## config.mk

```make
export PLATFORM = sky130hd
export DESIGN_NAME = sfir_ctrl
export DESIGN_NICKNAME = d
export VERILOG_FILES = /design/src/rtl/core/stereo_fir_filter_macros.svh /design/src/rtl/core/sfir_pkg.sv /design/src/rtl/core/sfir_ctrl.sv
export SDC_FILE = /design/constraint.sdc
export NUM_CORES = 1
export LEC_CHECK = 0
export BUFFER_PORTS_ARGS = -buffer_cell sky130_fd_sc_hd__buf_2
export CORE_AREA = 2 2 39 41
export CTS_CLUSTER_SIZE = 25
export DETAILED_ROUTE_END_ITERATION = 16
export DIE_AREA = 0 0 41 43
export HOLD_SLACK_MARGIN = 0.06
export PLACE_DENSITY = 0.39
export SYNTH_ARGS = -nofsm -noshare
export SYNTH_HDL_FRONTEND = slang
export SYNTH_SLANG_ARGS = --single-unit
```

## constraint.sdc

```tcl
create_clock -name aclk -period 1.8 [get_ports aclk]
set_input_delay 0.27 -clock aclk [delete_from_list [all_inputs] [get_ports aclk]]
set_output_delay 0.27 -clock aclk [all_outputs]
set_load 0.02 [all_outputs]
```

## src/rtl/core/stereo_fir_filter_macros.svh

```systemverilog
// assertion macros used by the stereo fir filter datapath
`ifndef STEREO_FIR_FILTER_MACROS_SVH
`define STEREO_FIR_FILTER_MACROS_SVH

// plain property on aclk, off while in reset
`define SFIR_ASSERT(lbl, prop, msg) \
    lbl: assert property (@(posedge aclk) disable iff (!aresetn) (prop)) else $error(msg);

// same-cycle implication on aclk
`define SFIR_ASSERT_IMP(lbl, ante, cons, msg) \
    lbl: assert property (@(posedge aclk) disable iff (!aresetn) (ante) |-> (cons)) else $error(msg);

// next-cycle implication on aclk
`define SFIR_ASSERT_NXT(lbl, ante, cons, msg) \
    lbl: assert property (@(posedge aclk) disable iff (!aresetn) (ante) |=> (cons)) else $error(msg);

`endif

```

## src/rtl/core/sfir_pkg.sv

```systemverilog
// types and constants of the stereo fir filter
package sfir_pkg;

    localparam int TAPS     = 64;
    localparam int IDX_W    = (TAPS > 1) ? $clog2(TAPS) : 1;
    localparam int SAMPLE_W = 16;
    localparam int TAP_W    = 6;
    localparam int PROD_W   = 2 * SAMPLE_W;
    localparam int RES_W    = 32;
    localparam int ACC_W    = PROD_W + IDX_W;
    localparam int S_FIELDS_W = TAP_W + 2 * SAMPLE_W;
    localparam int S_TDATA_W  = ((S_FIELDS_W + 7) / 8) * 8;
    localparam int M_TDATA_W  = 2 * RES_W;

    localparam logic CMD_LOAD   = 1'b0;
    localparam logic CMD_SAMPLE = 1'b1;

    typedef enum logic [1:0] {
        ST_IDLE,
        ST_RUN,
        ST_DRAIN
    } sfir_state_t;

    typedef struct packed {
        logic load_coef;
        logic push_sample;
        logic issue;
        logic publish;
    } sfir_cmd_t;

    typedef struct packed {
        logic last_tap;
        logic pipe_empty;
        logic out_free;
    } sfir_status_t;

endpackage

```

## src/rtl/core/sfir_ctrl.sv

```systemverilog
// controller state machine of the stereo fir filter
module sfir_ctrl (
    input  logic                  aclk,
    input  logic                  aresetn,
    input  logic                  s_tvalid,
    input  logic                  s_command,
    output logic                  s_tready,
    input  sfir_pkg::sfir_status_t status,
    output sfir_pkg::sfir_cmd_t    cmd
);
    import sfir_pkg::*;

    sfir_state_t state_reg;
    sfir_state_t state_next;

    always_ff @(posedge aclk) begin
        if (!aresetn) begin
            state_reg <= ST_IDLE;
        end else begin
            state_reg <= state_next;
        end
    end

    always_comb begin
        state_next = state_reg;
        cmd        = '0;
        s_tready   = 1'b0;
        case (state_reg)
            ST_IDLE: begin
                s_tready = 1'b1;
                if (s_tvalid) begin
                    if (s_command == CMD_SAMPLE) begin
                        cmd.push_sample = 1'b1;
                        state_next      = ST_RUN;
                    end else begin
                        cmd.load_coef = 1'b1;
                    end
                end
            end
            ST_RUN: begin
                cmd.issue = 1'b1;
                if (status.last_tap) begin
                    state_next = ST_DRAIN;
                end
            end
            ST_DRAIN: begin
                // wait for the last product to land in the accumulators and for the output register to be free
                if (status.pipe_empty && status.out_free) begin
                    cmd.publish = 1'b1;
                    state_next  = ST_IDLE;
                end
            end
            default: begin
                state_next = ST_IDLE;
            end
        endcase
    end

endmodule

```

Word-level counts from Yosys, hierarchy flattened. Cells that the tools add are included.

Multiplexer cells: 13. Eq/ne operators: 6. Reduce and logical (&&, ||, !) cells: 3.

Operators by type and width (number): 2-to-1 mux 2 bit (6); != test 2 bit (second input constant) (4); 2-to-1 mux 1 bit (6); one-hot mux 2 bit (3 select lines) (1); AND reduction 4 bit (1); equality test 2 x 1 -> 1 bit (second input constant) (1); equality test 2 bit (second input constant) (1); logical NOT 2 bit (1); logical AND 1 bit (1).

Word-level logic and storage cells: 23. Output and inout port bits: 5. Input bits: 7. Bits in registers: 2.

Longest topological paths before layout. Gate-level depths: netlist of the first run.

Depth in word-level cells: 3. Mapped depth: 3. Mapped depth without buffers: 3.

Worst setup path before layout of the first run. No wires, ideal clock.

Path kind: reg2out. Start: register state_reg[1]. End: output cmd[3] in the netlist's numbering. Required time: 1.530 ns. Arrival time: 1.081 ns. Slack: 0.449 ns. Cell stages (with the launch flop): 4. Path through: dfxtp_1 nor2_1 nand2_1 nor2_1.

RTL lines: start: declaration (line sfir_ctrl.sv:13) `sfir_state_t state_reg;`; start signal: assignment (line sfir_ctrl.sv:20) `state_reg <= state_next;`; end: declaration (line sfir_ctrl.sv:9) `output sfir_pkg::sfir_cmd_t cmd`.

==> results of run 1 <==
cell type report:
cell class / instances / area, um2 / share of cell area, %
flip-flops and latches: 2 / 40.0 / 17.8
repair buffers: 11 / 55.1 / 24.4
multi-input cells: 12 / 87.6 / 38.9
well taps: 16 / 20.0 / 8.89
clock buffers: 3 / 22.5 / 10.0
logic make-up after synthesis:
logic type / synth area share, %
compound gates: 9.80
flops: 31.4
mux: 11.8
simple gates: 47.1
worst max-delay path, stage by stage, from the launching register on:
cell,delay (ns)
dfxtp_1,0.35
nor2_1,0.20
and3_1,0.18
buf_2,0.16
layer usage:
metal  wire length, um  vias up
met5                 0        -
met4                 0        0
met3                84        0
met2               109       14
met1               208       71
li1                  -       79
Yosys cell counts (all sizes together):
master | n | area, um2
a21oi | 1 | 5.00
and4b | 1 | 11.3
nor2 | 2 | 7.51
nor3b | 1 | 12.5
dfxtp | 2 | 40.0
nor2b | 2 | 15.0
a22oi | 1 | 7.51
nand2 | 2 | 7.51
and3 | 1 | 6.26
mux2 | 1 | 15.0
layout by cell type (no fill, tap or decap), drive strengths merged:
| cell type | count |
|---|---|
| dfxtp | 2 |
| a21oi | 1 |
| mux2 | 1 |
| clkbuf | 3 |
| nor2b | 2 |
| nor3b | 1 |
| nor2 | 2 |
| and4b | 1 |
| nand2 | 2 |
| and3 | 1 |
| a22oi | 1 |
| buf | 11 |
worst max path at each step:
stage | cells past startpoint | startpoint | slack (ns) | to
final | 3 | state_reg[1] | 0.41 | cmd[2]
after global routing | 3 | state_reg[1] | 0.31 | cmd[2]
after CTS | 3 | state_reg[1] | 0.41 | cmd[2]
after detailed placement | 3 | state_reg[1] | 0.66 | cmd[2]
after global placement | 3 | state_reg[1] | 0.64 | cmd[2]
after floorplan | 3 | state_reg[1] | 0.45 | cmd[3]
power groups by stage:
stage                     registers [W]  logic (W)  clock network, W
final                         0.0000497  0.0000372         0.0000996
after global routing          0.0000502  0.0000405          0.000117
after CTS                     0.0000498  0.0000374          0.000106
after detailed placement      0.0000504  0.0000373                 0
after global placement        0.0000504  0.0000376                 0
after floorplan               0.0000496  0.0000217                 0
through the flow:
step / cells / hold slack [ns] / cell area (um2) / worst slack (ns) / power [W]
after floorplan: 14 / 0.398 / 128 / 0.449 / 0.0000714
final: 44 / 0.276 / 225 / 0.413 / 0.000186
after global placement: 41 / 0.501 / 203 / 0.643 / 0.0000880
after global routing: 44 / 0.285 / 225 / 0.309 / 0.000208
after CTS: 44 / 0.272 / 225 / 0.414 / 0.000194
after detailed placement: 41 / 0.509 / 203 / 0.662 / 0.0000877
==> summary.txt, run 1 <==
GRT
  – M2 GR Usage: 6.25%
  – Total grt overflow: 0
  – Most Used Layer, Global Route: met3
  – Global-route wire length before repair: 648 um
  – GR Util All Layers: 6.41%
  – Grt met1 use: 6.37%
  – Initial antenna violation count: 0
  – Vias in the first global route: 155
  – Met3 global-route usage: 7.85%
  – Largest net degree at the start of global routing: 6

STA
  – Setup tns final: 0 ns
  – Slew Limit Fails: 0
  – Relative slew slack: 86.5%
  – Min Tclk post-route: 1.39 ns
  – Setup violators final: 0
  – Final hold viol count: 0
  – F_max: 721 MHz
  – Worst-Margin Slew: 0.203 ns
  – Unrepaired setup endpoints after global routing: false
  – Period utilization: 77.0%
  – Clock skew: 0.00155 ns

Yosys
  – Syn Inst Count: 14
  – Synth warnings: 0
  – Sequential-to-total area share from yosys stat: 31.4%
  – Synth cell types: 11
  – Mapped cell area: 128 um2
  – Post-synthesis average cell area: 9.12 um2
  – Flops & latches, synth: 2
  – Syn nets: 21

Die
  – Initial Util: 9.22%
  – Die height: 43 um
  – FP Rows: 14
  – I/O pins: 12
  – Total die area: 1760 um2
  – Die width: 41 um
  – Core ar.: 1380 um2

Clock tree
  – CTS buffer count: 3
  – Root Buffer: clkbuf_4
  – Clock buffer depth: 2
  – Setup Fix Bufs, Post-CTS: 0
  – Clock transition at path regs: 0.03 ns
  – Post-CTS sizing: 0
  – Htree depth: 1
  – Cts hold-fix bufs: 0
  – Later-pin clock latency in the skew report: 0.22 ns
  – CTS sink count: 2
  – CTS tree: yes

Route
  – WL/cell: 9.14 um
  – Total number of vias: 164
  – DRC: 0
  – Router iterations before antenna repair: 3
  – Vias per cell: 3.73
  – Total Wirelength: 402 um
  – Antenna Nets Post-Route: 0
  – Initial drt markers: 9

Finish
  – ANT cells: 0
  – Largest register FFs: 2
  – Layout cells sized above 1: 64.3%
  – # fillers: 159
  – P&R area growth vs syn: 76.5%
  – Layout Utilization: 16.3%
  – Nets: 37

Power
  – P_int: 0.000138 W
  – Worst VDD drop: 0.161 mV
  – Sw frac: 26.0%
  – Part of the power in registers: 26.7%
  – P_leak: 0.115 nW
  – Power share of the clock group: 53.4%
  – P_sw: 0.0000485 W
  – Pwr dens: 828 nW/um2
  – Combinational fraction of design power: 19.9%

Run status
  – Outcome: completed

Setup path
  – R2R depth: 2
  – Worst Path Required: 1.53 ns
  – Arrival time worst endpoint: 1.12 ns
  – Reg2reg setup slack: 0.89 ns
  – Critical path launch point type: register
  – Worst flop-to-flop path startpoint: state_reg[0]
  – Worst Setup End Kind: output pin
  – Worst Path Max Fanout: 5
  – WS Path Type: reg -> out
  – R2r endpoint: state_reg[0]

Placement
  – Number of port buffers: 11
  – Final GP Congestion: 0.656

Run
  – Max-cap violations: 0

Min path
  – Hold Path Sink: state_reg[1]
  – Worst hold stages: 2
  – Hold Path Origin: aresetn
  – Min-Delay Path Class: in -> reg
Power figures use the tool's default switching activity.
==> inputs of run 2 (changes only) <==
--- a/config.mk
+++ b/config.mk
@@ -11,7 +11,7 @@
 export DETAILED_ROUTE_END_ITERATION = 16
 export DIE_AREA = 0 0 41 43
 export HOLD_SLACK_MARGIN = 0.06
-export PLACE_DENSITY = 0.39
+export PLACE_DENSITY = 0.4
 export SYNTH_ARGS = -nofsm -noshare
 export SYNTH_HDL_FRONTEND = slang
 export SYNTH_SLANG_ARGS = --single-unit
==> constraint.sdc (replaced) <==
create_clock -name aclk -period 1.2 [get_ports aclk]
set_input_delay 0.18 -clock aclk [delete_from_list [all_inputs] [get_ports aclk]]
set_output_delay 0.18 -clock aclk [all_outputs]
set_load 0.02 [all_outputs]
==> run 2 against run 1 <==
Count of clock-buffer cells in the layout is the same. Combinational power grew 67%. Hold slack lost 0.054 ns. First-iteration DRC count shrank 78%. Setup slack lost 0.38 ns. Clock power grew 49%. Critical path depth shrank 1. Clock skew grew 0.0023 ns. Routed wire length grew 2.0%. Non-clock buffer count is the same.
==> summary.txt, run 2 (synthesis gave the netlist of run 1 again) <==
Run status
  – Outcome: completed

Finish
  – Most common cell after layout, fill and taps aside: buf_2
  – # fillers: 160 (+0.63%)
  – Sequential Area: 45.0 um2 (+12%)
  – Nets: 37 (unchanged)
  – Largest register FFs: 2 (unchanged)
  – Most frequent cells in the layout: buf_2 (9), clkbuf_4 (3), nand2_1 (2)
  – P&R area growth vs syn: 93.1%
  – Post-Layout Inst Area: 246 um2 (+9.4%)
  – Multi-input logic area: 95.1 um2 (+8.6%)
  – Layout cells sized above 1: 75.0% (+11 points)
  – Fin cells: 44 (unchanged)
  – ANT cells: 0 (unchanged)

GRT
  – Total grt overflow: 0 (unchanged)
  – Vias in the first global route: 148 (-4.5%)
  – GR Util All Layers: 6.01% (-0.40 points)
  – Global-route wire length before repair: 614 um (-5.2%)
  – Initial antenna violation count: 0 (unchanged)
  – Largest net degree at the start of global routing: 6 (unchanged)

Clock tree
  – CTS sink count: 2 (unchanged)
  – Later-pin clock latency in the skew report: 0.22 ns (about the same)
  – Cts hold-fix bufs: 0 (unchanged)
  – Root Buffer: clkbuf_4
  – CTS tree: yes
  – Clock transition at path regs: 0.03 ns (about the same)
  – CTS buffer count: 3 (unchanged)
  – Clock buffer depth: 2 (unchanged)
  – Htree depth: 1 (unchanged)

Route
  – Router iterations before antenna repair: 2 (-1)
  – Total number of vias: 148 (-9.8%)
  – Antenna Nets Post-Route: 0 (unchanged)
  – Total Wirelength: 410 um (+2.0%)
  – Initial drt markers: 2 (-7)
  – DRC: 0 (unchanged)
  – Vias per cell: 3.36 (-9.8%)
  – WL/cell: 9.32 um (+2.0%)

Min path
  – Min-Delay Path Class: in -> reg
  – Hold Path Origin: aresetn

STA
  – Clock skew: 0.00383 ns (+0.00228 ns)
  – Setup violators final: 0 (unchanged)
  – Setup tns final: 0 ns (unchanged)
  – Min Tclk post-route: 1.16 ns
  – Worst-Margin Slew: 0.147 ns (-0.0558 ns)
  – Slew Limit Fails: 0 (unchanged)
  – Final hold viol count: 0 (unchanged)
  – Unrepaired setup endpoints after global routing: true
  – Relative slew slack: 90.2% (+3.7 points)
  – PnR worst setup slack: 0.0382 ns (-0.375 ns)
  – Period utilization: 96.8%
  – F_max: 861 MHz

Placement
  – Final GP Congestion: 0.621 (-5.4%)
  – Placed cell area: 205 um2 (+1.2%)
  – Placed Cells: 41 (unchanged)
  – Number of port buffers: 11 (unchanged)
  – Dpl ws: 0.196 ns (-0.466 ns)

Die
  – Initial Util: 9.22% (unchanged)
  – Die width: 41 um (unchanged)
  – I/O pins: 12 (unchanged)
  – Core ar.: 1380 um2 (unchanged)
  – Total die area: 1760 um2 (unchanged)
  – Die height: 43 um (unchanged)
  – FP Rows: 14 (unchanged)

Setup path
  – Arrival time worst endpoint: 0.98 ns (-0.14 ns)
  – CP Cell Sequence: and4b_2 > buf_2
  – WS Path Type: reg -> out
  – Worst Path Max Fanout: 5 (unchanged)
  – Slowest CP cell: dfxtp_2
  – CP Launch Point: state_reg[0]
  – Worst Path Required: 1.02 ns (-0.51 ns)
  – Worst flop-to-flop path startpoint: state_reg[0]
  – Max incr delay on CP: 0.37 ns (+0.02 ns)
  – Critical path launch point type: register
  – Worst Setup End Kind: output pin

Power
  – Worst VDD drop: 0.371 mV (+130%)
  – Sw frac: 25.8% (-0.17 points)
  – Part of the power in registers: 26.4% (-0.3 points)
  – P_sw: 0.0000736 W (+52%)
  – Power share of the clock group: 51.8% (-1.6 points)
  – P_int: 0.000211 W (+53%)
  – P_leak: 0.120 nW (+4.5%)
  – Pwr dens: 1160 nW/um2 (+40%)
  – Combinational fraction of design power: 21.8% (+1.9 points)

Run
  – Max-cap violations: 0 (unchanged)
## run 2: path summary, 6_finish.rpt
check             depth (start not counted)      endpoint  slack (ns)
hold reg to reg                           1  state_reg[0]        0.47
setup / recovery                          2        cmd[0]        0.04
setup reg to reg                          2  state_reg[0]        0.27
hold / removal                            2  state_reg[1]        0.22
## run 2: worst max-delay path: cells and delay by family (launching register included)
kind / cells / cell delay [ns]
flip-flops: 1 / 0.37
AND/OR/NAND/NOR: 1 / 0.23
buffers and inverters: 1 / 0.15
## run 2: per-stage QoR
stage	util, %	power (W)	hold slack (ns)
6_report	17.8	0.000285	0.222
3_3_place_gp	14.8	0.000133	0.438
2_1_floorplan	-	0.000108	0.308
4_1_cts	16.8	0.000293	0.209
5_1_grt	17.8	0.000311	0.223
3_5_place_dp	14.8	0.000132	0.439
## run 2: what timing repair did
action	in CTS	in global routing
endpoints found under the hold margin	0	0
setup buffers	0	0
gates cloned	0	0
pin swaps	1	0
resized for setup	3	4
setup endpoints to repair	3	2
## run 2: final cells by class
class | instances | area share [%]
clock buffers | 3 | 9.14
multi-input cells | 12 | 38.6
flip-flops and latches | 2 | 18.3
well taps | 16 | 8.12
repair buffers | 11 | 25.9
## run 2: routing by layer
metal	part of all wire [%]	up-vias	global-route usage, %
li1	-	81	-
met1	62	55	8.28
met2	25	12	5.00
met3	13	0	4.71
met4	0	0	6.00
met5	0	-	0
## run 2: power by group through the flow
stage,registers [W],clock network [W],logic [W]
5_1_grt,0.0000760,0.000167,0.0000681
4_1_cts,0.0000756,0.000159,0.0000583
6_report,0.0000753,0.000148,0.0000620
3_5_place_dp,0.0000758,0,0.0000566
3_3_place_gp,0.0000761,0,0.0000571
2_1_floorplan,0.0000750,0,0.0000331
